## src/design/efb_pkg.sv

```systemverilog
package efb_pkg;

  typedef struct packed {
    logic signed [31:0] sample_value;
    logic [23:0]        example_id;
    logic               final_item;
  } in_item_t;

  typedef struct packed {
    logic [2:0]         kind;
    logic [23:0]        bin_number;
    logic [23:0]        example_out;
    logic signed [31:0] threshold;
    logic [23:0]        tally;
    logic               no_binning;
    logic               last_of_run;
  } out_item_t;

  localparam logic [2:0] KIND_INDEX  = 3'd0;
  localparam logic [2:0] KIND_THRESH = 3'd1;
  localparam logic [2:0] KIND_DROP   = 3'd2;
  localparam logic [2:0] KIND_SPARSE = 3'd3;
  localparam logic [2:0] KIND_DONE   = 3'd4;

  localparam logic [2:0] REG_BIN_RATIO    = 3'd0;
  localparam logic [2:0] REG_MIN_BINS     = 3'd1;
  localparam logic [2:0] REG_MAX_BINS     = 3'd2;
  localparam logic [2:0] REG_NUM_EXAMPLES = 3'd3;
  localparam logic [2:0] REG_NUM_DENSE    = 3'd4;
  localparam logic [2:0] REG_SPARSE_LEVEL = 3'd5;
  localparam logic [2:0] REG_SPARSE_MODE  = 3'd6;

  localparam int ADDR_BITS = 5;

endpackage

```

## src/design/efb_div.sv

```systemverilog
module efb_div #(
  parameter int NW = 26,
  parameter int DW = 25
) (
  input  logic          clk,
  input  logic          rst,
  input  logic          start,
  input  logic [NW-1:0] num,
  input  logic [DW-1:0] den,
  output logic          done,
  output logic [NW-1:0] quot
);
  localparam int CNTW = $clog2(NW + 1);

  logic [DW:0]     rem;
  logic [DW-1:0]   den_r;
  logic [CNTW-1:0] cnt;
  logic            busy;
  logic [DW+1:0]   trial;
  logic            fits;

  assign trial = {rem, quot[NW-1]};
  assign fits  = trial >= {2'b00, den_r};

  always_ff @(posedge clk) begin
    if (rst) begin
      done <= 1'b0;
    end else begin
      done <= busy && !start && (cnt == CNTW'(1));
    end
  end

  always_ff @(posedge clk) begin
    if (rst) begin
      busy <= 1'b0;
      cnt  <= '0;
    end else if (start) begin
      busy  <= 1'b1;
      rem   <= '0;
      quot  <= num;
      den_r <= den;
      cnt   <= CNTW'(NW);
    end else if (busy) begin
      rem  <= fits ? (DW+1)'(trial - {2'b00, den_r}) : trial[DW:0];
      quot <= {quot[NW-2:0], fits};
      cnt  <= cnt - 1'b1;
      if (cnt == CNTW'(1)) begin
        busy <= 1'b0;
      end
    end
  end
endmodule

```

## src/design/equal_frequency_binner_core.sv

```systemverilog
// Sequence: the first item of a feature also runs the multiply, the clamp and
//   the bit-serial divide for values per bin (no divide with fewer than two
//   bins); later items of the feature skip them.
// Throughput: one item at a time; results leave one per cycle while out_ready
//   is high, through the output register, up to five per item, each emit state waits for it.
// Reset: rst (synchronous) restores register defaults and idles the sequencer.
module equal_frequency_binner_core #(
  parameter int COUNT_BITS = 24,
  parameter int VALUE_BITS = 32
) (
  input  logic                           clk,
  input  logic                           rst,
  input  logic                           in_valid,
  output logic                           in_ready,
  input  efb_pkg::in_item_t              in_data,
  output logic                           out_valid,
  input  logic                           out_ready,
  output efb_pkg::out_item_t             out_data,
  input  logic                           psel,
  input  logic                           penable,
  input  logic                           pwrite,
  input  logic [efb_pkg::ADDR_BITS-1:0]  paddr,
  input  logic [31:0]                    pwdata,
  output logic [31:0]                    prdata,
  output logic                           pready
);
  import efb_pkg::*;

  localparam int VW = (VALUE_BITS < 32) ? VALUE_BITS : 32;
  localparam int CW = COUNT_BITS;
  localparam int SW = ((CW > 24) ? CW : 24) + 1;
  localparam logic [SW-1:0] CMAX = SW'((64'd1 << CW) - 64'd1);

  typedef enum logic [11:0] {
    S_IDLE  = 12'b000000000001,
    S_MUL   = 12'b000000000010,
    S_CLAMP = 12'b000000000100,
    S_DIV   = 12'b000000001000,
    S_CHECK = 12'b000000010000,
    S_BND1  = 12'b000000100000,
    S_BND2  = 12'b000001000000,
    S_SKIP  = 12'b000010000000,
    S_BIN   = 12'b000100000000,
    S_IDX   = 12'b001000000000,
    S_FIN   = 12'b010000000000,
    S_DONE  = 12'b100000000000
  } state_t;

  typedef enum logic [2:0] {
    PH_BELOW = 3'b001,
    PH_SKIP  = 3'b010,
    PH_ABOVE = 3'b100
  } phase_t;

  function automatic logic [CW-1:0] sat_inc(input logic [CW-1:0] x);
    return (x == '1) ? x : x + 1'b1;
  endfunction

  function automatic logic [CW-1:0] clamp(input logic [SW-1:0] x);
    return (x > CMAX) ? '1 : x[CW-1:0];
  endfunction

  function automatic logic [23:0] to24(input logic [CW-1:0] x);
    logic [SW-1:0] t;
    t = SW'(x);
    return t[23:0];
  endfunction

  // configuration
  logic [15:0]        bin_ratio;
  logic [23:0]        min_bins, max_bins, num_examples, num_dense;
  logic [31:0]        sparse_level;
  logic               sparse_mode;
  logic               cfg_wr;

  assign pready = 1'b1;
  assign cfg_wr = psel && penable && pwrite;

  always_ff @(posedge clk) begin
    if (rst) begin
      bin_ratio    <= 16'd21627;
      min_bins     <= 24'd2;
      max_bins     <= 24'd0;
      num_examples <= 24'd1;
      num_dense    <= 24'd1;
      sparse_level <= 32'd0;
      sparse_mode  <= 1'b0;
    end else if (cfg_wr) begin
      case (paddr[4:2])
        REG_BIN_RATIO:    bin_ratio    <= pwdata[15:0];
        REG_MIN_BINS:     min_bins     <= pwdata[23:0];
        REG_MAX_BINS:     max_bins     <= pwdata[23:0];
        REG_NUM_EXAMPLES: num_examples <= pwdata[23:0];
        REG_NUM_DENSE:    num_dense    <= pwdata[23:0];
        REG_SPARSE_LEVEL: sparse_level <= pwdata;
        REG_SPARSE_MODE:  sparse_mode  <= pwdata[0];
        default: ;
      endcase
    end
  end

  always_comb begin
    case (paddr[4:2])
      REG_BIN_RATIO:    prdata = {16'd0, bin_ratio};
      REG_MIN_BINS:     prdata = {8'd0, min_bins};
      REG_MAX_BINS:     prdata = {8'd0, max_bins};
      REG_NUM_EXAMPLES: prdata = {8'd0, num_examples};
      REG_NUM_DENSE:    prdata = {8'd0, num_dense};
      REG_SPARSE_LEVEL: prdata = sparse_level;
      REG_SPARSE_MODE:  prdata = {31'd0, sparse_mode};
      default:          prdata = 32'd0;
    endcase
  end

  // sequencer state
  state_t              state;
  phase_t              phase;
  logic                started, bnd_final;
  logic signed [VW-1:0] cur_v, prev_value;
  logic [23:0]         cur_id;
  logic                cur_fin;
  logic [39:0]         prod;
  logic [CW-1:0]       fill_count, bin_counter, per_bin, bins_planned;

  // planning
  logic [40:0]   bsum;
  logic [24:0]   b0, b1, b2;
  logic [CW-1:0] bins_c;
  logic [SW:0]   div_num, div_quot;
  logic          div_start, div_done;

  assign bsum   = {1'b0, prod} + 41'h0FFFF;
  assign b0     = bsum[40:16];
  assign b1     = (b0 < {1'b0, min_bins}) ? {1'b0, min_bins} : b0;
  assign b2     = (max_bins != 24'd0 && b1 > {1'b0, max_bins}) ? {1'b0, max_bins} : b1;
  assign bins_c = clamp(SW'(b2));
  assign div_num = (SW+1)'(num_dense) + (SW+1)'(bins_c) - (SW+1)'(1);
  assign div_start = (state == S_CLAMP) && (bins_c > CW'(1));

  efb_div #(.NW(SW + 1), .DW(SW)) u_div (
    .clk   (clk),
    .rst   (rst),
    .start (div_start),
    .num   (div_num),
    .den   (SW'(bins_c)),
    .done  (div_done),
    .quot  (div_quot)
  );

  // shared compare / mean unit
  logic signed [VW-1:0] sl_v, mean_b;
  logic signed [VW:0]   msum;
  logic signed [VW-1:0] mean_v;
  logic [23:0]          nsp;
  logic                 full, bin_phase, room, emit_en, adv;
  out_item_t            emit_item;

  assign sl_v      = sparse_level[VW-1:0];
  assign mean_b    = (state == S_BND1) ? sl_v : cur_v;
  assign msum      = {prev_value[VW-1], prev_value} + {mean_b[VW-1], mean_b};
  assign mean_v    = msum[VW:1];
  assign nsp       = (num_examples > num_dense) ? num_examples - num_dense : 24'd0;
  assign full      = fill_count >= per_bin;
  assign bin_phase = (phase == PH_BELOW) || (phase == PH_ABOVE);
  assign room      = !out_valid || out_ready;
  assign adv       = !emit_en || room;
  assign in_ready  = (state == S_IDLE);

  always_comb begin
    emit_en   = 1'b0;
    emit_item = '0;
    case (state)
      S_BND1: begin
        emit_en = sparse_mode;
        emit_item.bin_number = to24(bin_counter);
        if (full) begin
          emit_item.kind      = KIND_THRESH;
          emit_item.threshold = 32'(mean_v);
        end else begin
          emit_item.kind  = KIND_DROP;
          emit_item.tally = to24(fill_count);
        end
      end
      S_BND2: begin
        emit_en = 1'b1;
        emit_item.kind        = KIND_SPARSE;
        emit_item.bin_number  = to24(bin_counter);
        emit_item.last_of_run = !cur_fin && sparse_mode && (cur_v == sl_v);
      end
      S_BIN: begin
        emit_en = bin_phase && (cur_v != prev_value) && full;
        emit_item.kind       = KIND_THRESH;
        emit_item.bin_number = to24(bin_counter);
        emit_item.threshold  = 32'(mean_v);
      end
      S_IDX: begin
        emit_en = 1'b1;
        emit_item.kind        = KIND_INDEX;
        emit_item.bin_number  = to24(bin_counter);
        emit_item.example_out = cur_id;
        emit_item.last_of_run = !cur_fin;
      end
      S_DONE: begin
        emit_en = 1'b1;
        emit_item.kind        = KIND_DONE;
        emit_item.last_of_run = 1'b1;
        if (bins_planned <= CW'(1)) begin
          emit_item.tally      = 24'd1;
          emit_item.no_binning = 1'b1;
        end else begin
          emit_item.tally      = to24(sat_inc(bin_counter));
          emit_item.no_binning = (bin_counter == '0);
        end
      end
      default: ;
    endcase
  end

  always_ff @(posedge clk) begin
    if (rst) begin
      out_valid <= 1'b0;
    end else if (emit_en && room) begin
      out_valid <= 1'b1;
    end else if (out_ready) begin
      out_valid <= 1'b0;
    end
    if (emit_en && room) begin
      out_data <= emit_item;
    end
  end

  always_ff @(posedge clk) begin
    if (rst) begin
      state        <= S_IDLE;
      phase        <= PH_BELOW;
      started      <= 1'b0;
      bnd_final    <= 1'b0;
      fill_count   <= '0;
      bin_counter  <= '0;
      per_bin      <= '0;
      bins_planned <= '0;
      prev_value   <= '0;
    end else if (adv) begin
      case (state)
        S_IDLE: begin
          if (in_valid) begin
            cur_v   <= in_data.sample_value[VW-1:0];
            cur_id  <= in_data.example_id;
            cur_fin <= in_data.final_item;
            state   <= started ? S_CHECK : S_MUL;
          end
        end
        S_MUL: begin
          prod  <= 40'(bin_ratio) * 40'(num_examples);
          state <= S_CLAMP;
        end
        S_CLAMP: begin
          bins_planned <= bins_c;
          fill_count   <= '0;
          bin_counter  <= '0;
          phase        <= PH_BELOW;
          prev_value   <= sl_v;
          started      <= 1'b1;
          if (bins_c > CW'(1)) begin
            state <= S_DIV;
          end else begin
            per_bin <= '0;
            state   <= S_CHECK;
          end
        end
        S_DIV: begin
          if (div_done) begin
            per_bin <= (div_quot > (SW+1)'(CMAX)) ? '1 : div_quot[CW-1:0];
            state   <= S_CHECK;
          end
        end
        S_CHECK: begin
          if (bins_planned <= CW'(1)) begin
            state <= cur_fin ? S_DONE : S_IDLE;
          end else if (phase == PH_BELOW && !(cur_v < sl_v)) begin
            bnd_final <= 1'b0;
            state     <= S_BND1;
          end else begin
            state <= S_SKIP;
          end
        end
        S_BND1: begin
          if (sparse_mode) begin
            if (full) begin
              fill_count  <= clamp(SW'(nsp));
              bin_counter <= sat_inc(bin_counter);
            end else begin
              fill_count <= clamp(SW'(fill_count) + SW'(nsp));
            end
            prev_value <= sl_v;
            phase      <= PH_SKIP;
          end else begin
            phase <= PH_ABOVE;
          end
          state <= S_BND2;
        end
        S_BND2: begin
          state <= bnd_final ? S_DONE : S_SKIP;
        end
        S_SKIP: begin
          if (phase == PH_SKIP) begin
            if (cur_v == prev_value) begin
              fill_count <= sat_inc(fill_count);
            end else begin
              phase <= PH_ABOVE;
            end
          end
          state <= S_BIN;
        end
        S_BIN: begin
          if (bin_phase) begin
            if (cur_v != prev_value) begin
              if (full) begin
                fill_count  <= '0;
                bin_counter <= sat_inc(bin_counter);
              end
              prev_value <= cur_v;
            end
            state <= S_IDX;
          end else begin
            state <= S_FIN;
          end
        end
        S_IDX: begin
          fill_count <= sat_inc(fill_count);
          state      <= S_FIN;
        end
        S_FIN: begin
          if (!cur_fin) begin
            state <= S_IDLE;
          end else if (phase == PH_BELOW) begin
            bnd_final <= 1'b1;
            state     <= S_BND1;
          end else begin
            state <= S_DONE;
          end
        end
        S_DONE: begin
          started <= 1'b0;
          state   <= S_IDLE;
        end
        default: state <= S_IDLE;
      endcase
    end
  end
endmodule

```

## config.mk

```make
export PLATFORM = sky130hd
export DESIGN_NAME = equal_frequency_binner_core
export DESIGN_NICKNAME = d
export VERILOG_FILES = /design/src/design/efb_pkg.sv /design/src/design/efb_div.sv /design/src/design/equal_frequency_binner_core.sv
export SDC_FILE = /design/constraint.sdc
export NUM_CORES = 2
export LEC_CHECK = 0
export BUFFER_PORTS_ARGS = -buffer_cell sky130_fd_sc_hd__clkbuf_2
export CAP_MARGIN = 10
export CORE_ASPECT_RATIO = 0.75
export CORE_UTILIZATION = 30
export CTS_CLUSTER_DIAMETER = 60
export DETAILED_ROUTE_END_ITERATION = 8
export GPL_ROUTABILITY_DRIVEN = 0
export PLACE_DENSITY = 0.47
export SLEW_MARGIN = 10
export SYNTH_ARGS = -nofsm -noshare
export SYNTH_HDL_FRONTEND = slang
export SYNTH_SLANG_ARGS = --single-unit
```

## constraint.sdc

```tcl
create_clock -name clk -period 10.9 [get_ports clk]
set_input_delay 0 -clock clk [delete_from_list [all_inputs] [get_ports clk]]
set_output_delay 0 -clock clk [all_outputs]
set_load 0.02 [all_outputs]
```

# Word level (Yosys, flattened, before mapping)
# Index checks and enable logic that the tools add are counted.
# classes
n_addsub	10
multipliers	1
div	0
order_cmp	11
n_eq_ne	40
shifts	0
mux	71
bitwise	1
reduce_logical	53
# ops
cell	n
24-bit 2-to-1 mux	19
32-bit case mux with 7 select lines	1
32-bit 2-to-1 mux	5
12-bit case mux with 11 select lines	1
24-bit case mux with 5 select lines	1
26-bit 2-to-1 mux	4
24-bit case mux with 2 select lines	2
32-bit case mux with 3 select lines	1
12-bit 2-to-1 mux	7
25-bit 2-to-1 mux	3
24-bit case mux with 3 select lines	1
32-bit == test	2
32-bit case mux with 2 select lines	1
24-bit by 24-bit adder with 25-bit output	2
25-bit by 24-bit > comparator with 1-bit output, second input constant	2
24-bit by 1-bit adder with 24-bit output, second input constant	2
24-bit == test, second input constant	2
40-bit by 16-bit adder with 41-bit output, second input constant	1
16-bit by 24-bit multiplier with 40-bit output	1
32-bit by 32-bit adder with 33-bit output	1
32-bit less-than comparator	1
32-bit inequality test	1
27-bit by 24-bit >= comparator with 1-bit output	1
26-bit by 24-bit > comparator with 1-bit output, second input constant	1
57 further kinds	124
# totals
register_bits	580
latch_bits	0
mem_bits_rw	0
romBits	0
input_bits	101
wordCells	222
mem_count	0

# Longest topological paths before layout
# depth
ltp_word	13
ltp_mapped	45
depth_no_buf	42

# Hierarchy
# From an unflattened synthesis, not the netlist that was laid out.
# unflattened
cells_unflattened	5428
hier_area_um2	47613.2
# by_module_without_submodules
module	n_inst	cells_each	area_each_um2	seq_area_each_um2
equal_frequency_binner_core	1	4984	42818.6	11991.5
efb_div	1	444	4794.6	2452.4

# Worst setup path after synthesis
# No wires, ideal clock.
# synth_path
kind	reg2reg
startpoint	reg prod[4]
endpoint	reg u_div.quot[21], data pin
setup_ns	0.260
arrival_time_ns	9.774
setup_slack_ns	0.866
path_stages_with_launch	43
path_buffers	3
path_cell_list	edfxtp_1 -> nor4_1 -> a41oi_2 -> nand4_1 -> nor2_1 -> nand2_1 -> xnor2_1 -> ha_1 -> and3_1 -> a221oi_1 -> nor2b_1 -> o21ai_0 -> a21oi_1 -> o21ai_1 -> nand2_1 -> clkbuf_1 -> mux2_2 -> ha_1 -> (+7 left out) -> o31a_1 -> and2_1 -> ha_1 -> inv_1 -> ha_1 -> fa_1 -> a21o_1 -> a21oi_1 -> o21ai_0 -> a211oi_1 -> o31ai_1 -> o41ai_1 -> o21ai_0 -> o41a_1 -> a31o_2 -> a21oi_1 -> xnor2_1 -> mux2_4
# synth_via
elab_chain_len	11
# synth_rtl
element	line_no	source
start: declaration	equal_frequency_binner_core.sv:122	logic [39:0] prod;
start signal: assignment	equal_frequency_binner_core.sv:254	prod <= 40'(bin_ratio) * 40'(num_examples);
40-bit by 16-bit adder with 41-bit output (*)	equal_frequency_binner_core.sv:132	assign bsum = {1'b0, prod} + 41'h0FFFF;
25-bit by 24-bit less-than comparator with 1-bit output	equal_frequency_binner_core.sv:134	assign b1 = (b0 < {1'b0, min_bins}) ? {1'b0, min_bins} : b0;
25-bit 2-to-1 mux (*)	equal_frequency_binner_core.sv:134	
25-bit by 24-bit > comparator with 1-bit output	equal_frequency_binner_core.sv:135	assign b2 = (max_bins != 24'd0 && b1 > {1'b0, max_bins}) ? {1'b0, max_bins} : b1;
1-bit logical AND	equal_frequency_binner_core.sv:135	
25-bit 2-to-1 mux (*)	equal_frequency_binner_core.sv:135	
25-bit by 24-bit > comparator with 1-bit output	equal_frequency_binner_core.sv:60	return (x > CMAX) ? '1 : x[CW-1:0];
24-bit 2-to-1 mux (*)	equal_frequency_binner_core.sv:60	
24-bit by 24-bit adder with 25-bit output or 24-bit by 1-bit > comparator with 1-bit output (tied branches)	equal_frequency_binner_core.sv:137, equal_frequency_binner_core.sv:138	
25-bit by 1-bit subtractor with 26-bit output or 1-bit logical AND (tied branches)	equal_frequency_binner_core.sv:137, equal_frequency_binner_core.sv:138	
26-bit 2-to-1 mux (*)	efb_div.sv:37	end else if (start) begin
end signal: assignment	efb_div.sv:40	quot <= num;
end signal: assignment	efb_div.sv:45	quot <= {quot[NW-2:0], fits};
end: declaration	efb_div.sv:11	output logic [NW-1:0] quot
# Mark *: on every way between the ends. The rest lies on a longest branch, timed or not.
# A chain may end at the register's enable or synchronous reset.

# Worst setup path after layout
# Same ends and word-level chain as after synthesis.

==> out/results.txt <==
CP Buf/Inv Count: 6
most frequent cells in the layout: nand2_1, inv_1, a21oi_1
layout cells sized above 1: 0.0970
post-route ant nets: 0
Design Area, Final: 54700 sq um
Routed wire per std cell: 22.2 microns
final clock skew: 46.3 ps
# rows: 125
Syn Area/Cell: 8.62 sq um
top cell type's share of synthesized area: 0.179
Synth cell types: 92
Root Buffer: clkbuf_16
DR vias/cell: 5.12
CTS Buffer Depth: 3
Placement Cell Area: 50900 sq um
sequential share of the synthesized area: 0.305
Setup crit end kind: register
post-synth top area cell: edfxtp_1
startpoint class of the critical path: register
Crit path max-delay family: compound AO/OA/AOI/OAI gates
CTS tree: done
Leak: 22.7 nW
Port Buf Inserts: 241
Slew headroom: 0.189
initial antenna violation count: 10
CTS Sinks: 579
die height: 346 microns
Synth Register Bits: 579
status: complete, no violations
vias in the first global route: 38629
Ports: 245
Die ar.: 159000 sq um
kind of critical path: register to register
Synth Flop Type: dfxtp_1
dpl hpwl: 136000 microns
reg2reg setup slack: 550 ps
max cap viols: 0
die width: 461 microns
WHS Endpoint: cur_v[16]
Worst-Skew Late Latency: 710 ps
Post-synth EDFFs: 282
worst r2r path cells: 43
Syn Std Cell Area: 47300 sq um
fmax: 96.7 MHz
1st-iter DRT viols: 3834
RSZ-0062 raised after global routing: false
top cells by area, synth: edfxtp_1, fa_1, dfxtp_1
Synthesis Warnings: 0
HP Start: in_data[41]
Pwr Total: 5.72 mW
Worst path slowest cell: o41a_1
Critical Path RT: 11330 ps
setup TNS: 0 ps
worst vdd ir: 118 uV
final hold violations: 0
Tcrit/Tclk final: 0.949
Reg-to-Reg End: u_div.quot[21]
Least-Margin Pin Slew: 1220 ps
final WL: 175000 microns
drc violations: 0
P&R area growth vs syn: 15.6%
Tmin final: 10350 ps
post-synthesis cell count: 5489
Initial Util: 0.304
Power per Cell Area: 105 nW/um^2
H-tree depth: 3
core area: 156000 sq um
Reg-to-Reg Start: prod[4]
most common cell after layout, fill and taps aside: nand2_1
first-pass GRT wire length: 260000 microns
WP data arrival: 10780 ps
grt ovf: 0
TritonCTS buffer count: 77
slowest stage delay, CP: 430 ps
via count: 40507
Crit Path Max Fanout: 17
Hold WC Path Type: input pin to register
final count of pins violating max slew: 0
Worst-path clk slew: 60 ps
GRT Resource Usage Total: 0.218
setup violators final: 0
Mapped Nets: 6265
Total Nets Final: 6523
Async SR Flop Fraction: 0
largest net degree at the start of global routing: 104
hold-critical path depth: 2
First-pass DRT Iterations: 6
## sequential cells by signal, indices dropped and copies added (netlist names), 3 cells and up
name          cells
sl_v             32
num_examples     24
max_bins         24
min_bins         24
u_div.cnt         5
phase             3
bin_counter      24
prod             40
fill_count       24
num_dense        24
u_div.den_r      24
bins_planned     23
prev_value       32
state            12
per_bin          24
u_div.quot       26
cur_id           24
bin_ratio        16
u_div.rem        26
out_data        109
cur_v            32
## logic make-up after synthesis
family                   Yosys count  share of synthesized area
AO/OA/AOI/OAI                   1112                      0.146
buffers and inverters            866                     0.0700
flip-flops                       579                      0.305
XOR/XNOR                         210                     0.0389
other                              1                  0.0000793
multiplexers                      88                     0.0212
adder cells (fa/ha/maj)          675                      0.228
AND/OR/NAND/NOR                 1958                      0.192
## where the power goes
| part | leakage (nW) | total (mW) | switching (mW) | internal [mW] |
|---|---|---|---|---|
| sequential | 5.02 | 2.35 | 0.0370 | 2.31 |
| combinational | 16.4 | 0.750 | 0.480 | 0.270 |
| clock | 1.27 | 2.62 | 1.11 | 1.52 |
## stage by stage
step / hold slack, ps / setup slack (ps) / std cells / utilization
after floorplan: 98.9 / 866 / 5489 / -
after global placement: 178 / 657 / 7647 / 0.327
after detailed placement: 179 / 525 / 7647 / 0.327
after CTS: 1.16 / 433 / 7905 / 0.351
after global routing: 3.47 / 26.8 / 7908 / 0.351
final: 37.7 / 555 / 7914 / 0.351
## worst reg2reg max path, delay by kind of cell (launching register included)
family	cells	cell delay, ps
AO/OA/AOI/OAI	19	4360
AND/OR/NAND/NOR	9	1880
adder cells (fa/ha/maj)	5	1490
buffers and inverters	6	1040
multiplexers	2	660
flip-flops	1	360
XOR/XNOR	2	290
## synth_stat cells, drive strengths merged (58+ instances only)
cell	n
o21ai	240
fa	311
nor2	387
xnor2	154
a21o	89
nand2	885
a21oi	418
and2	168
nor3	66
and3	58
inv	590
nand3	88
dfxtp	297
nor2b	59
edfxtp	282
clkbuf	252
ha	364
## layout make-up
class | instances | area (sq um)
Fill cell | 16201 | 101000
Multi-Input combinational cell | 4044 | 29700
Sequential cell | 579 | 14400
Timing Repair Buffer | 455 | 3120
Tap cell | 2095 | 2620
Inverter | 590 | 2210
Clock buffer | 103 | 2190
Clock inverter | 41 | 420
Antenna cell | 7 | 17.5
## how the worst max path moves through the flow
stage                  start              to  slack [ps]  cells past startpoint
global placement     prod[1]  u_div.quot[21]         660                     43
detailed placement   prod[1]  u_div.quot[21]         520                     43
CTS                  prod[1]  u_div.quot[21]         430                     43
global route        prod[11]  u_div.quot[21]          30                     42
finish               prod[4]  u_div.quot[21]         550                     43
floorplan            prod[4]  u_div.quot[21]         870                     42
## per-layer routing
metal	wire, microns	track usage
met4	3650	0.0479
met5	13	0
met2	72400	0.317
met3	14300	0.0408
met1	85200	0.329
## repair_timing
item | in CTS | in global routing
endpoints found under the setup margin | 0 | 5
buffers inserted | 0 | 2
hold endpoints to repair | 258 | 0
gates resized for setup | 0 | 5
hold buffers | 114 | 0
Note: power is estimated with default switching activity, not from simulation.
